## src/sv/bhx_pkg.sv

```systemverilog
// ----------------------------------------------------------------------------
// bhx_pkg: shared types and constants for the BinHex character decoder
// Holds the alphabet table, status codes, phase codes and the front/back op.
// ----------------------------------------------------------------------------
package bhx_pkg;

  // 64-symbol alphabet, index 0 is the first character
  localparam logic [0:63][7:0] ALPHABET =
    "!\"#$%&'()*+,-012345689@ABCDEFGHIJKLMNPQRSTUVXYZ[`abcdefhijklmpqr";

  localparam logic [7:0]  CHAR_COLON  = 8'h3A;
  localparam logic [7:0]  CHAR_SPACE  = 8'h20;
  localparam logic [7:0]  CHAR_TAB    = 8'h09;
  localparam logic [7:0]  CHAR_CR     = 8'h0D;
  localparam logic [7:0]  RUN_MARKER  = 8'h90;
  localparam logic [7:0]  LAST_RESET  = 8'hFF;
  localparam logic [3:0]  POS_RESET   = 4'd10;
  localparam logic [3:0]  POS_SPLIT   = 4'd9;
  localparam logic [3:0]  GROUP_BITS  = 4'd6;
  localparam logic [3:0]  POS_ADVANCE = 4'd2;

  typedef enum logic [2:0] {
    ST_RUN      = 3'd0,
    ST_OK       = 3'd1,
    ST_BADCHAR  = 3'd2,
    ST_EOF      = 3'd3,
    ST_NOSTART  = 3'd4
  } status_e;

  typedef enum logic [1:0] {
    PH_SEEK   = 2'd0,
    PH_DECODE = 2'd1,
    PH_DONE   = 2'd2
  } phase_e;

  typedef enum logic {
    OP_SYM = 1'b0,
    OP_END = 1'b1
  } op_kind_e;

  // request passed from the front to the back
  typedef struct packed {
    op_kind_e   kind;
    logic [5:0] sym;
    status_e    status;
  } op_t;

  function automatic logic is_blank(input logic [7:0] c);
    return (c == CHAR_SPACE) || ((c >= CHAR_TAB) && (c <= CHAR_CR));
  endfunction

endpackage

```

## src/sv/bhx_front.sv

```systemverilog
// ----------------------------------------------------------------------------
// bhx_front: character classifier
// Tracks the start/decode/done phase and turns each character into an op.
// ----------------------------------------------------------------------------
module bhx_front import bhx_pkg::*; (
  input  logic       clk_i,
  input  logic       rst_ni,
  input  logic       accept_i,
  input  logic [7:0] in_char_i,
  input  logic       end_of_input_i,
  output logic       op_valid_o,
  output op_t        op_o
);

  phase_e     phase_q, phase_d;
  logic       hit;
  logic [5:0] sym;
  logic       blank;
  logic       colon;

  // alphabet search: 64 independent compares
  always_comb begin
    hit = 1'b0;
    sym = '0;
    for (int i = 0; i < 64; i++) begin
      if (ALPHABET[i] == in_char_i) begin
        hit = 1'b1;
        sym = 6'(i);
      end
    end
  end

  assign blank = is_blank(in_char_i);
  assign colon = (in_char_i == CHAR_COLON);

  // next phase
  always_comb begin
    phase_d = phase_q;
    case (phase_q)
      PH_SEEK: begin
        if (end_of_input_i)  phase_d = PH_DONE;
        else if (blank)      phase_d = PH_SEEK;
        else if (colon)      phase_d = PH_DECODE;
        else                 phase_d = PH_DONE;
      end
      PH_DECODE: begin
        if (end_of_input_i)          phase_d = PH_DONE;
        else if (!blank && !hit)     phase_d = PH_DONE;
      end
      PH_DONE:  phase_d = PH_DONE;
      default:  phase_d = PH_DONE;
    endcase
  end

  // op generation
  always_comb begin
    op_valid_o  = 1'b0;
    op_o.kind   = OP_END;
    op_o.sym    = sym;
    op_o.status = ST_RUN;
    case (phase_q)
      PH_SEEK: begin
        if (end_of_input_i || (!blank && !colon)) begin
          op_valid_o  = 1'b1;
          op_o.status = ST_NOSTART;
        end
      end
      PH_DECODE: begin
        if (end_of_input_i) begin
          op_valid_o  = 1'b1;
          op_o.status = ST_EOF;
        end else if (hit) begin
          op_valid_o = 1'b1;
          op_o.kind  = OP_SYM;
        end else if (!blank) begin
          op_valid_o  = 1'b1;
          op_o.status = colon ? ST_OK : ST_BADCHAR;
        end
      end
      PH_DONE: op_valid_o = 1'b0;
      default: op_valid_o = 1'b0;
    endcase
  end

  always_ff @(posedge clk_i or negedge rst_ni) begin
    if (!rst_ni) begin
      phase_q <= PH_SEEK;
    end else if (accept_i) begin
      phase_q <= phase_d;
    end
  end

endmodule

```

## src/sv/bhx_fifo.sv

```systemverilog
// ----------------------------------------------------------------------------
// bhx_fifo: two-entry op queue
// Decouples the classifier from the byte assembler.
// ----------------------------------------------------------------------------
module bhx_fifo import bhx_pkg::*; (
  input  logic clk_i,
  input  logic rst_ni,
  input  logic wr_i,
  input  op_t  wr_op_i,
  output logic full_o,
  output logic rd_valid_o,
  input  logic rd_i,
  output op_t  rd_op_o
);

  op_t        mem_q [2];
  logic       wr_ptr_q, rd_ptr_q;
  logic [1:0] count_q, count_d;
  logic       do_wr, do_rd;

  assign full_o     = (count_q == 2'd2);
  assign rd_valid_o = (count_q != 2'd0);
  assign rd_op_o    = mem_q[rd_ptr_q];
  assign do_wr      = wr_i && !full_o;
  assign do_rd      = rd_i && rd_valid_o;

  always_comb begin
    count_d = count_q;
    if (do_wr && !do_rd)      count_d = count_q + 2'd1;
    else if (!do_wr && do_rd) count_d = count_q - 2'd1;
  end

  // payload storage
  always_ff @(posedge clk_i) begin
    if (do_wr) mem_q[wr_ptr_q] <= wr_op_i;
  end

  always_ff @(posedge clk_i or negedge rst_ni) begin
    if (!rst_ni) begin
      wr_ptr_q <= 1'b0;
      rd_ptr_q <= 1'b0;
      count_q  <= 2'd0;
    end else begin
      if (do_wr) wr_ptr_q <= ~wr_ptr_q;
      if (do_rd) rd_ptr_q <= ~rd_ptr_q;
      count_q <= count_d;
    end
  end

endmodule

```

## src/sv/bhx_back.sv

```systemverilog
// ----------------------------------------------------------------------------
// bhx_back: byte assembler and run-length stage
// Packs 6-bit groups into bytes, applies the 0x90 run rule, holds the result.
// ----------------------------------------------------------------------------
module bhx_back import bhx_pkg::*; (
  input  logic       clk_i,
  input  logic       rst_ni,
  input  logic       op_valid_i,
  input  op_t        op_i,
  output logic       op_take_o,
  output logic       empty_o,
  input  logic       pop_i,
  output logic [7:0] out_byte_o,
  output logic [7:0] copy_count_o,
  output status_e    status_o
);

  logic [15:0] acc_q, acc_d, acc_or;
  logic [3:0]  pos_q, pos_d;
  logic        marker_q, marker_d;
  logic [7:0]  last_q, last_d;
  logic        res_valid_q;
  logic [7:0]  res_byte_q, res_byte_d;
  logic [7:0]  res_count_q, res_count_d;
  status_e     res_status_q, res_status_d;
  logic        emit;
  logic [7:0]  d;
  logic        free;

  // result register drains on pop; take an op when it is free
  assign free      = !res_valid_q || pop_i;
  assign op_take_o = op_valid_i && free;

  assign acc_or = acc_q | ({10'd0, op_i.sym} << pos_q);
  assign d      = acc_or[15:8];

  // assembler and run stage
  always_comb begin
    acc_d        = acc_q;
    pos_d        = pos_q;
    marker_d     = marker_q;
    last_d       = last_q;
    emit         = 1'b0;
    res_byte_d   = '0;
    res_count_d  = '0;
    res_status_d = ST_RUN;
    case (op_i.kind)
      OP_END: begin
        emit         = 1'b1;
        res_status_d = op_i.status;
      end
      OP_SYM: begin
        if (pos_q >= POS_SPLIT) begin
          acc_d = acc_or;
          pos_d = pos_q - GROUP_BITS;
        end else begin
          acc_d = {acc_or[7:0], 8'h00};
          pos_d = pos_q + POS_ADVANCE;
          if (marker_q) begin
            marker_d = 1'b0;
            if (d == 8'd0) begin
              emit        = 1'b1;
              res_byte_d  = RUN_MARKER;
              res_count_d = 8'd1;
              last_d      = RUN_MARKER;
            end else if (d != 8'd1) begin
              emit        = 1'b1;
              res_byte_d  = last_q;
              res_count_d = d - 8'd1;
            end
          end else if (d == RUN_MARKER) begin
            marker_d = 1'b1;
          end else begin
            emit        = 1'b1;
            res_byte_d  = d;
            res_count_d = 8'd1;
            last_d      = d;
          end
        end
      end
      default: emit = 1'b0;
    endcase
  end

  always_ff @(posedge clk_i or negedge rst_ni) begin
    if (!rst_ni) begin
      acc_q       <= '0;
      pos_q       <= POS_RESET;
      marker_q    <= 1'b0;
      last_q      <= LAST_RESET;
      res_valid_q <= 1'b0;
    end else begin
      if (op_take_o) begin
        acc_q    <= acc_d;
        pos_q    <= pos_d;
        marker_q <= marker_d;
        last_q   <= last_d;
      end
      if (free) res_valid_q <= op_take_o && emit;
    end
  end

  // result payload
  always_ff @(posedge clk_i) begin
    if (op_take_o && emit) begin
      res_byte_q   <= res_byte_d;
      res_count_q  <= res_count_d;
      res_status_q <= res_status_d;
    end
  end

  assign empty_o      = !res_valid_q;
  assign out_byte_o   = res_byte_q;
  assign copy_count_o = res_count_q;
  assign status_o     = res_status_q;

endmodule

```

## src/sv/binhex_char_decoder.sv

```systemverilog
// ----------------------------------------------------------------------------
// binhex_char_decoder: BinHex 4.0 character decoder with 0x90 run stage
// Top level: classifier, op queue and byte assembler.
// ----------------------------------------------------------------------------
// Usage:
//   Input side is a queue write port: drive in_char_i / end_of_input_i and
//   raise push; the character is taken at an edge where push is high and
//   full is low. Output side is a queue read port: while empty is low the
//   oldest result sits on out_byte_o / copy_count_o / status_o and is taken
//   at an edge where pop is high.
//   Each character that yields a result has its op written into the op
//   queue at the accepting edge; the assembler then takes the op and loads
//   the result register once that register is free or being popped. One
//   character per cycle is sustained while the reader keeps up.
//   Blanks, the start colon and the first group of each four-group set give no result.
//   When the reader stalls, the result register holds, the two-entry op
//   queue fills and full rises; no item is lost or repeated.
//   After a result with a nonzero status, no further results appear.
//   Reset clears the queue and result register and returns the decoder to
//   searching for the start colon, at once.
// ----------------------------------------------------------------------------
module binhex_char_decoder import bhx_pkg::*; (
  input  logic       clk_i,
  input  logic       rst_ni,
  input  logic       push,
  output logic       full,
  input  logic [7:0] in_char_i,
  input  logic       end_of_input_i,
  output logic       empty,
  input  logic       pop,
  output logic [7:0] out_byte_o,
  output logic [7:0] copy_count_o,
  output logic [2:0] status_o
);

  logic    accept;
  logic    fr_valid;
  op_t     fr_op;
  logic    q_valid;
  op_t     q_op;
  logic    q_take;
  status_e status;

  assign accept   = push && !full;
  assign status_o = status;

  bhx_front u_front (
    .clk_i          (clk_i),
    .rst_ni         (rst_ni),
    .accept_i       (accept),
    .in_char_i      (in_char_i),
    .end_of_input_i (end_of_input_i),
    .op_valid_o     (fr_valid),
    .op_o           (fr_op)
  );

  bhx_fifo u_fifo (
    .clk_i      (clk_i),
    .rst_ni     (rst_ni),
    .wr_i       (accept && fr_valid),
    .wr_op_i    (fr_op),
    .full_o     (full),
    .rd_valid_o (q_valid),
    .rd_i       (q_take),
    .rd_op_o    (q_op)
  );

  bhx_back u_back (
    .clk_i        (clk_i),
    .rst_ni       (rst_ni),
    .op_valid_i   (q_valid),
    .op_i         (q_op),
    .op_take_o    (q_take),
    .empty_o      (empty),
    .pop_i        (pop),
    .out_byte_o   (out_byte_o),
    .copy_count_o (copy_count_o),
    .status_o     (status)
  );

endmodule

```

## config.mk

```make
export PLATFORM = sky130hd
export DESIGN_NAME = binhex_char_decoder
export DESIGN_NICKNAME = d
export VERILOG_FILES = /design/src/sv/bhx_pkg.sv /design/src/sv/bhx_front.sv /design/src/sv/bhx_fifo.sv /design/src/sv/bhx_back.sv /design/src/sv/binhex_char_decoder.sv
export SDC_FILE = /design/constraint.sdc
export NUM_CORES = 1
export LEC_CHECK = 0
export ABC_AREA = 0
export BUFFER_PORTS_ARGS = -buffer_cell sky130_fd_sc_hd__buf_2
export CORE_UTILIZATION = 55
export DETAILED_ROUTE_END_ITERATION = 16
export PLACE_DENSITY_LB_ADDON = 0.1
export SLEW_MARGIN = 20
export SYNTH_ARGS = -nofsm -noshare
export SYNTH_HDL_FRONTEND = slang
export SYNTH_SLANG_ARGS = --single-unit
```

## constraint.sdc

```tcl
create_clock -name clk_i -period 11.9 [get_ports clk_i]
set_input_delay 2.38 -clock clk_i [delete_from_list [all_inputs] [get_ports clk_i]]
set_output_delay 2.38 -clock clk_i [all_outputs]
set_load 0.01 [all_outputs]
```

# After elaboration in Yosys (flattened, before gate mapping)
# Memories as Yosys holds them, arrays and structs flattened.
# Index checks and enable logic that the tools add are counted.
# Widths: inputs -> output; s select.
[totals]
memories = 1
out_inout_bits = 21
ram_bits = 20
latch_bits = 0
mem_bits_ro = 0
word_cells = 302
register_bits = 55
inputBits = 13
[mem_list]
columns = ["memory", "depth", "word_bits", "read_ports", "rd_clocked_by_memory_dff", "wr", "line_no", "rtl"]
rows = [
  ["u_fifo.mem_q", 2, 10, 1, 0, 1, "bhx_fifo.sv:16", "op_t mem_q [2];"],
]
[classes]
bitwise = 5
eq_ne = 73
n_div = 0
shift = 1
mux = 172
reduce_logical = 30
magnitude_cmp = 3
add_sub_neg = 5
multipliers = 0
[ops]
columns = ["cell", "n"]
rows = [
  ["$eq 7x8->1 const A", 42],
  ["$mux 6", 32],
  ["$eq 6x8->1 const A", 22],
  ["$mux 1", 82],
  ["$mux 5", 16],
  ["$mux 8", 10],
  ["$mux 4", 9],
  ["$mux 3", 8],
  ["$mux 2", 10],
  ["$eq 8x6->1 const B", 2],
  ["$mux 16", 1],
  ["$or 16x16->16", 1],
  ["$shl 6x4->16", 1],
  ["$logic_and 1x1->1", 11],
  ["$eq 8x8->1 const B", 1],
  ["$ge 8x4->1 const B", 1],
  ["$le 8x4->1 const B", 1],
  ["$logic_not 8->1", 1],
  ["$ne 8x1->1 const B", 1],
  ["$sub 8x1->8 const B", 1],
  ["$logic_not 1->1", 7],
  ["$pmux 3 s2", 1],
  ["$reduce_and 5->1", 1],
  ["$add 4x2->4 const B", 1],
  ["18 further kinds", 26],
]

# Logic depth before layout (Yosys ltp)
# Gate-level depths: netlist of run 1.
[logic_depth]
word_depth = 74
depth_mapped = 11
depth_no_buf = 9

# Modules after synthesis
# Synthesis of run 1 repeated with hierarchy kept, for this count alone.
[hier_totals]
hier_cells = 480
area_unflattened_um2 = 4752.1
[by_module_without_submodules]
columns = ["mod", "instances", "cells_per_inst", "area_per_inst_um2", "seq_area_each_um2"]
rows = [
  ["bhx_back", 1, 256, 2663.8, 1308.8],
  ["bhx_front", 1, 172, 1144.8, 50.0],
  ["bhx_fifo", 1, 50, 928.4, 700.7],
  ["binhex_char_decoder", 1, 2, 15.0, 0.0],
]

# Least setup slack after synthesis of run 1
# OpenSTA, ideal clock, no wires.
[synth_timing]
kind = "input-to-reg"
from = "input pop"
to = "register u_back.res_count_q[0] (netlist: u_back.copy_count_o[0]), enable pin"
t_required_ps = 11479
setup_ps = 421
path_stages = 4
path_slack_ps = 7336
n_path_buf = 0
arrival_time_ps = 4142
cell_sequence = "nand2b_1 o21a_1 inv_1 o21ai_0"
[synth_between]
elab_chain_cells = 3
[synth_rtl]
columns = ["element", "line_no", "rtl"]
rows = [
  ["start: declaration", "binhex_char_decoder.sv:30", "input logic pop,"],
  ["$logic_or 1x1->1", "bhx_back.sv:31", "assign free = !res_valid_q || pop_i;"],
  ["$logic_and 1x1->1", "bhx_back.sv:32", "assign op_take_o = op_valid_i && free;"],
  ["$logic_and 1x1->1", "bhx_back.sv:105", "if (op_take_o && emit) begin"],
  ["end signal: assignment", "bhx_back.sv:107", "res_count_q <= res_count_d;"],
  ["end: declaration", "bhx_back.sv:24", "logic [7:0] res_count_q, res_count_d;"],
]
# Every way passes these cells.
# A chain may end at the register's enable or synchronous reset.

# Final worst setup path of run 1
[layout_timing]
from = "input in_char_i[5]"
to = "register u_fifo.count_q[1]"
[layout_between]
elab_chain_cells = 73
word_cells_on_any_way = 150
classes_between = "2 x order compare; 66 x eq/ne; 70 x mux; 12 x reduce/logical"
[layout_rtl]
columns = ["element", "line_no", "rtl"]
rows = [
  ["start: declaration", "binhex_char_decoder.sv:27", "input logic [7:0] in_char_i,"],
  ["$eq 6x8->1", "bhx_front.sv:26", "if (ALPHABET[i] == in_char_i) begin"],
  ["$mux 1 (64 in a row)", "bhx_front.sv:26", ""],
  ["$mux 1", "bhx_front.sv:72", "end else if (hit) begin"],
  ["$mux 1", "bhx_front.sv:69", "if (end_of_input_i) begin"],
  ["$pmux 1 s2 *", "bhx_front.sv:61", "case (phase_q)"],
  ["$logic_and 1x1->1 *", "binhex_char_decoder.sv:60", ".wr_i (accept && fr_valid),"],
  ["$logic_and 1x1->1 *", "bhx_fifo.sv:24", "assign do_wr = wr_i && !full_o;"],
  ["net u_fifo.do_wr", "bhx_fifo.sv:19", "logic do_wr, do_rd;"],
  ["$logic_not 1->1", "bhx_fifo.sv:30", "else if (!do_wr && do_rd) count_d = count_q - 2'd1;"],
  ["$logic_and 1x1->1", "bhx_fifo.sv:30", ""],
  ["$reduce_bool 2->1 (no line)", "-", ""],
  ["end signal: assignment", "bhx_fifo.sv:46", "count_q <= count_d;"],
  ["end: declaration", "bhx_fifo.sv:18", "logic [1:0] count_q, count_d;"],
]
# Mark *: on every way through the listed nets, which the timed path passes. The rest lies on a longest branch.

==> run summary, run 1 <==
Distinct cells, synth: 70
Layout cells sized above 1: 19.3%
Yosys reg bits: 74
TritonCTS Buffers: 9
Max clock buf depth: 2
Net Count, Synth: 454
Setup crit start kind: input port
Final Slew Violations: 0
Final setup viols: 0
Chip Width: 90.6 um
Synth Cell Area: 4320 um2
Most frequent cells in the layout: nor2_1 (41), edfxtp_1 (39), nand2_1 (37)
Reg2reg start: u_fifo.rd_ptr_q$_DFFE_PN0P_
Asr flop ratio synth: 47.3%
Core ar.: 7410 um2
RSZ-0062 raised after global routing: false
Antenna violations before repair: 0
Number of synthesized flops with an enable pin: 39
Vias in the first global route: 3284
Global-route wire length before repair: 16200 um
IO Port Bufs: 33
WP buf/inv: 1
Ys flop type: edfxtp_1
Max FO, Critical Path: 13
Clk sink count: 74
Hold-fix buffers, CTS: 0
Uppermost layer routed: met4
Max Clock Skew: 12.4 ps
CTS root buf: clkbuf_8
Post-CTS setup buffer count: 0
GR Util All Layers: 24.9%
Req. time, crit path: 12180 ps
Vias per inst: 6.36
Final Hold Vio Count: 0
Via Count: 3597
Met2 WL: 4420 um
Final HPWL DP: 6980 um
Worst-case reg-to-reg path depth: 7
Power, Total: 0.00114 W
Mapped Cells: 436
Most common cell after layout, fill and taps aside: nor2_1
F_max: 0.217 GHz
Worst min-delay path startpoint: u_back.last_q[7]$_DFFE_PN1P_
DIE AREA: 8210 um2
Slew @ Worst Pin: 790 ps
VDD IR-drop max: 126 uV
Fin crit share: 38.7%
CP peak stage delay: 570 ps
DRC: 0
# IOs: 34
Cells on Worst Hold Path: 2
MaxCap Viol Count: 0
Top cell type's share of synthesized area: 27.1%
Layout area overhead: 9.82%
Fin Setup TNS: 0 ps
Leak: 1.90 nW
CP delay by family, top: simple AND/OR/NAND/NOR gates
Critical-path cell list: buf_2 > nor2b_1 > nand2_1 > or4_1 > o211ai_1 > nor2_1 > ha_1 > xor2_1 > nor2_1 > xor2_1
CP Class: in -> reg
Drt total wl: 9750 um
Final nets: 480
Initial core utilization: 58.3%
Relative slew margins: 45.8%
Num rows: 31
FF-to-FF End: u_back.out_byte_o[0]$_SDFFCE_PP0P_
M1 WL: 4370 um
Remaining antenna violation count: 0
Mean post-synth cell area: 9.90 um2
Area post-placement: 4530 um2
Placer Congestion: 0.943
Hold Crit Endpoint: u_back.last_q[7]$_DFFE_PN1P_
GR Overflow Total: 0
Initial DRT Pass Iterations: 5
CTS tree: done
Clk Latency, worst-skew pair: 350 ps
PwrDens: 241 nW/um2
HP Class: reg -> reg
Post-cts sizing count: 0
Slowest library cell on the worst path: or4_1
Status: completed
Iter 0 DRT Violations: 201
Crit. End Element: flop
Top cells by area, synth: edfxtp_1 (27%), dfrtp_1 (14%), dfstp_2 (6.1%)
Met3 WL: 821 um
Crit path arrival time: 4890 ps
Post-synthesis sequential area ratio: 47.7%
Min cycle time layout: 4610 ps
Design area: 4740 um2
Die H: 90.6 um
Pin count of the biggest net entering global routing: 36
H-tree depth: 3
Filler Cells Inserted: 621
WL/cell: 17.2 um
Clk pin slew, worst setup/hold paths: 80 ps
R2R Setup Slk: 8090 ps
Leading area contributor after synthesis: edfxtp_1
ANT cells: 0
Warnings from Yosys: 0
[area by class of cell]
cell class | instances | area, um2 | area share, %
tap | 99 | 124 | 2.61
clock inverter | 6 | 72.6 | 1.53
sequential | 74 | 2060 | 43.4
clock buffer | 10 | 138 | 2.90
inverter | 19 | 71.3 | 1.50
multi-input combinational | 321 | 2080 | 43.9
timing repair buffer | 37 | 195 | 4.12
[stage by stage]
stage / instances / util [%] / hold WS [ps] / setup WS (ps)
2_1_floorplan: 436 / - / 448 / 7340
5_1_grt: 566 / 64.0 / 506 / 7050
3_5_place_dp: 550 / 61.2 / 467 / 6940
6_report: 566 / 64.0 / 486 / 7290
3_3_place_gp: 550 / 61.2 / 462 / 7080
4_1_cts: 566 / 64.0 / 483 / 7310
[cell families after synthesis]
kind of cell               synth area share, %
AOI/OAI and AO/OA                         20.3
DFF                                       47.7
and+or+nand+nor                           18.7
adders and majority gates                 1.45
muxes                                     4.84
xor gates and xnor gates                  2.84
buffers and inverters                     4.09
[per-layer routing]
| metal | track usage, % | vias up |
|---|---|---|
| li1 | - | 1685 |
| met1 | 36.1 | 1725 |
| met2 | 37.2 | 171 |
| met3 | 6.82 | 16 |
| met4 | 5.91 | 0 |
| met5 | 0 | - |
[how the worst max path moves through the flow]
stage,startpoint,end,slack (ps),cells past startpoint
final,in_char_i[5],u_fifo.count_q[1]$_DFFE_PN0P_,7290,10
after global routing,in_char_i[5],u_fifo.count_q[1]$_DFFE_PN0P_,7050,10
after CTS,in_char_i[5],u_fifo.count_q[1]$_DFFE_PN0P_,7310,10
after detailed placement,in_char_i[5],u_fifo.count_q[1]$_DFFE_PN0P_,6940,10
after global placement,in_char_i[5],u_fifo.count_q[1]$_DFFE_PN0P_,7080,10
after floorplan,pop,u_back.copy_count_o[0]$_SDFFCE_PP0P_,7340,4
[cell usage after synthesis, drive strengths merged (3+ instances only)]
| library cell | instances |
|---|---|
| a31oi | 7 |
| inv | 18 |
| and2 | 15 |
| xnor2 | 9 |
| o31ai | 3 |
| ha | 5 |
| dfrtp | 25 |
| nor3 | 12 |
| buf | 4 |
| nor4 | 4 |
| or3 | 3 |
| edfxtp | 39 |
| o32ai | 3 |
| nand2 | 37 |
| a22oi | 3 |
| dfstp | 10 |
| nand3 | 14 |
| xor2 | 5 |
| a21oi | 25 |
| or2 | 3 |
| o21ai | 36 |
| nor2b | 9 |
| a22o | 11 |
| a221oi | 8 |
| mux4 | 4 |
| o211ai | 3 |
| mux2 | 4 |
| nor2 | 41 |
| clkbuf | 18 |
| o22ai | 6 |
| mux2i | 7 |
| a221o | 4 |
| nand2b | 6 |
| nand4 | 3 |
[state kept, by name, summed over array words and instances (netlist names)]
signal / count
u_back.status_o: 3
u_fifo.mem_q: 20
u_back.pos_q: 3
u_fifo.wr_ptr_q: 1
u_fifo.count_q: 2
u_back.res_valid_q: 1
u_back.last_q: 8
u_back.acc_q: 16
u_back.copy_count_o: 8
u_back.marker_q: 1
u_back.out_byte_o: 8
u_front.phase_q: 2
u_fifo.rd_ptr_q: 1
[report_power, final]
part	total (W)	switching, W	internal (W)
clock network	0.000201	0.0000962	0.000105
registers	0.000428	0.0000583	0.000370
logic	0.000512	0.000307	0.000205
total	0.00114	0.000462	0.000679
[worst register-to-register path: stages (launching register included)]
cell,delay (ps)
dfrtp_1,760
mux4_2,680
a221o_1,490
nor4_4,400
nand3_1,230
o311ai_0,530
o21ai_1,200
buf_4,260
Note: power is estimated with default switching activity, not from simulation.
==> run 2: changes to the inputs <==
Clock period 11.9 ns to 4.8 ns, I/O delays scaled along.
==> run 2 against run 1 <==
Worst setup slack got worse by 6100 ps. Total power rose by 140%. Wire length increased by 1.0%. Final area down 0.69%.
==> run summary, run 2 (same netlist as run 1, synthesis figures left out) <==
CTS root buf: clkbuf_8
Remaining antenna violation count: 0 (unchanged)
# IOs: 34 (unchanged)
RSZ-0062 raised after global routing: false
Final setup viols: 0 (unchanged)
Most frequent cells in the layout: nor2_1 (41), edfxtp_1 (39), nand2_1 (37)
TritonCTS Buffers: 9 (unchanged)
Status: completed
Design area: 4710 um2 (-0.69%)
GR Util All Layers: 25.4% (+0.45 points)
Initial core utilization: 58.3% (unchanged)
Max clock buf depth: 2 (unchanged)
CP Class: reg -> reg
Max FO, Critical Path: 19 (+6)
CP peak stage delay: 780 ps (+210 ps)
Placer Congestion: 0.926 (-1.8%)
Placed insts: 550 (unchanged)
Critical-path cell list: mux4_1 > a221oi_1 > buf_4 > ha_1 > nand3_1 > or4_4 > o311ai_0 > o21ai_1 > buf_4
Fin Setup TNS: 0 ps (unchanged)
Layout area overhead: 9.07%
Filler Cells Inserted: 637 (+2.6%)
VDD IR-drop max: 282 uV (+120%)
Number of flip-flops in the largest register: 20 (unchanged)
Crit. End Element: flop
Largest Register: u_fifo.mem_q
DIE AREA: 8210 um2 (unchanged)
Vias in the first global route: 3268 (-0.49%)
Max Clock Skew: 8.11 ps (-4.32 ps)
Iter 0 DRT Violations: 299 (+49%)
Pin count of the biggest net entering global routing: 36 (unchanged)
Num rows: 31 (unchanged)
Final Hold Vio Count: 0 (unchanged)
DRC: 0 (unchanged)
PwrDens: 588 nW/um2 (+140%)
Final HPWL DP: 7070 um (+1.3%)
IO Port Bufs: 33 (unchanged)
Layout cells sized above 1: 19.3% (unchanged)
Min cycle time layout: 3580 ps
Crit path arrival time: 3660 ps (-1230 ps)
GR Overflow Total: 0 (unchanged)
MaxCap Viol Count: 0 (unchanged)
Drt total wl: 9850 um (+1.0%)
Final Slew Violations: 0 (unchanged)
Clk Latency, worst-skew pair: 340 ps (about the same)
Clk pin slew, worst setup/hold paths: 80 ps (about the same)
Clk sink count: 74 (unchanged)
H-tree depth: 3 (unchanged)
Antenna violations before repair: 0 (unchanged)
End-of-flow core utilization: 63.6% (-0.44 points)
Hold-fix buffers, CTS: 0 (unchanged)
Via Count: 3587 (-0.28%)
F_max: 0.280 GHz
Core ar.: 7410 um2 (unchanged)
Vias per inst: 6.34 (-0.28%)
CTS tree: done
Setup crit start kind: flop
Hold_ws: 487 ps (+1.37 ps)
ANT cells: 0 (unchanged)
Die H: 90.6 um (unchanged)
Slew @ Worst Pin: 840 ps (+49.3 ps)
Leak: 1.88 nW (-1.1%)
Post-cts sizing count: 0 (unchanged)
Req. time, crit path: 4890 ps (-7290 ps)
Slowest library cell on the worst path: dfrtp_1
Most common cell after layout, fill and taps aside: nor2_1
Initial DRT Pass Iterations: 5 (unchanged)
Largest regs: u_fifo.mem_q (20), u_back.acc_q (16)
CP dominant cell by count: buf_4
Relative slew margins: 43.4% (-2.4 points)
Final nets: 480 (unchanged)
Area post-placement: 4530 um2 (unchanged)
HP Class: reg -> reg
Fin crit share: 74.5%
Post-CTS setup buffer count: 0 (unchanged)
Final Non-Filler Cells: 566 (unchanged)
Chip Width: 90.6 um (unchanged)
WL/cell: 17.4 um (+1.0%)
Global-route wire length before repair: 16500 um (+1.7%)
run 2: area by class of cell:
type	count	area [um2]	area share, %
Multi-Input combinational cell	321	2080	44.2
Clock buffer	9	124	2.63
Sequential cell	74	2060	43.7
Timing Repair Buffer	37	195	4.14
Tap cell	99	124	2.63
Clock inverter	7	53.8	1.14
Inverter	19	71.3	1.51
run 2: path summary, 6_finish.rpt:
check                                             start  slack, ps  depth (start not counted)                                   end
setup / recovery            u_fifo.rd_ptr_q$_DFFE_PN0P_       1220                          9  u_back.copy_count_o[4]$_SDFFCE_PP0P_
hold / removal             u_back.last_q[4]$_DFFE_PN1P_        490                          2          u_back.last_q[4]$_DFFE_PN1P_
setup reg to reg            u_fifo.rd_ptr_q$_DFFE_PN0P_       1220                          9  u_back.copy_count_o[4]$_SDFFCE_PP0P_
hold reg to reg            u_back.last_q[4]$_DFFE_PN1P_        490                          2          u_back.last_q[4]$_DFFE_PN1P_
max in group asynchronous                        rst_ni       3580                          1          u_back.acc_q[11]$_DFFE_PN0P_
min in group asynchronous                        rst_ni        700                          1        u_front.phase_q[0]$_DFFE_PN0P_
run 2: worst max-delay path, delay by kind of cell, from the launching register on:
family | cells | cell delay (ps)
compound gates | 3 | 590
fa+ha+maj | 1 | 250
buf+inv | 2 | 440
flops | 1 | 780
mux | 1 | 690
simple gates | 2 | 560
run 2: metal layers:
layer	up-vias	part of all wire, %	global-route usage [%]
li1	1686	-	-
met1	1717	47	38.5
met2	169	44	36.3
met3	15	8.4	6.23
met4	0	1.4	6.18
met5	-	0	0
run 2: where the power goes:
group	switching [W]	leakage, nW	internal, W
clock	0.000241	0.0822	0.000191
combinational	0.000762	1.00	0.000509
sequential	0.000150	0.801	0.000917
total	0.00115	1.88	0.00162
run 2: per-stage QoR:
stage,setup WS (ps),total power [W]
2_1_floorplan,759,0.00199
3_3_place_gp,1340,0.00233
3_5_place_dp,1230,0.00233
4_1_cts,1210,0.00277
5_1_grt,1000,0.00296
6_report,1220,0.00277
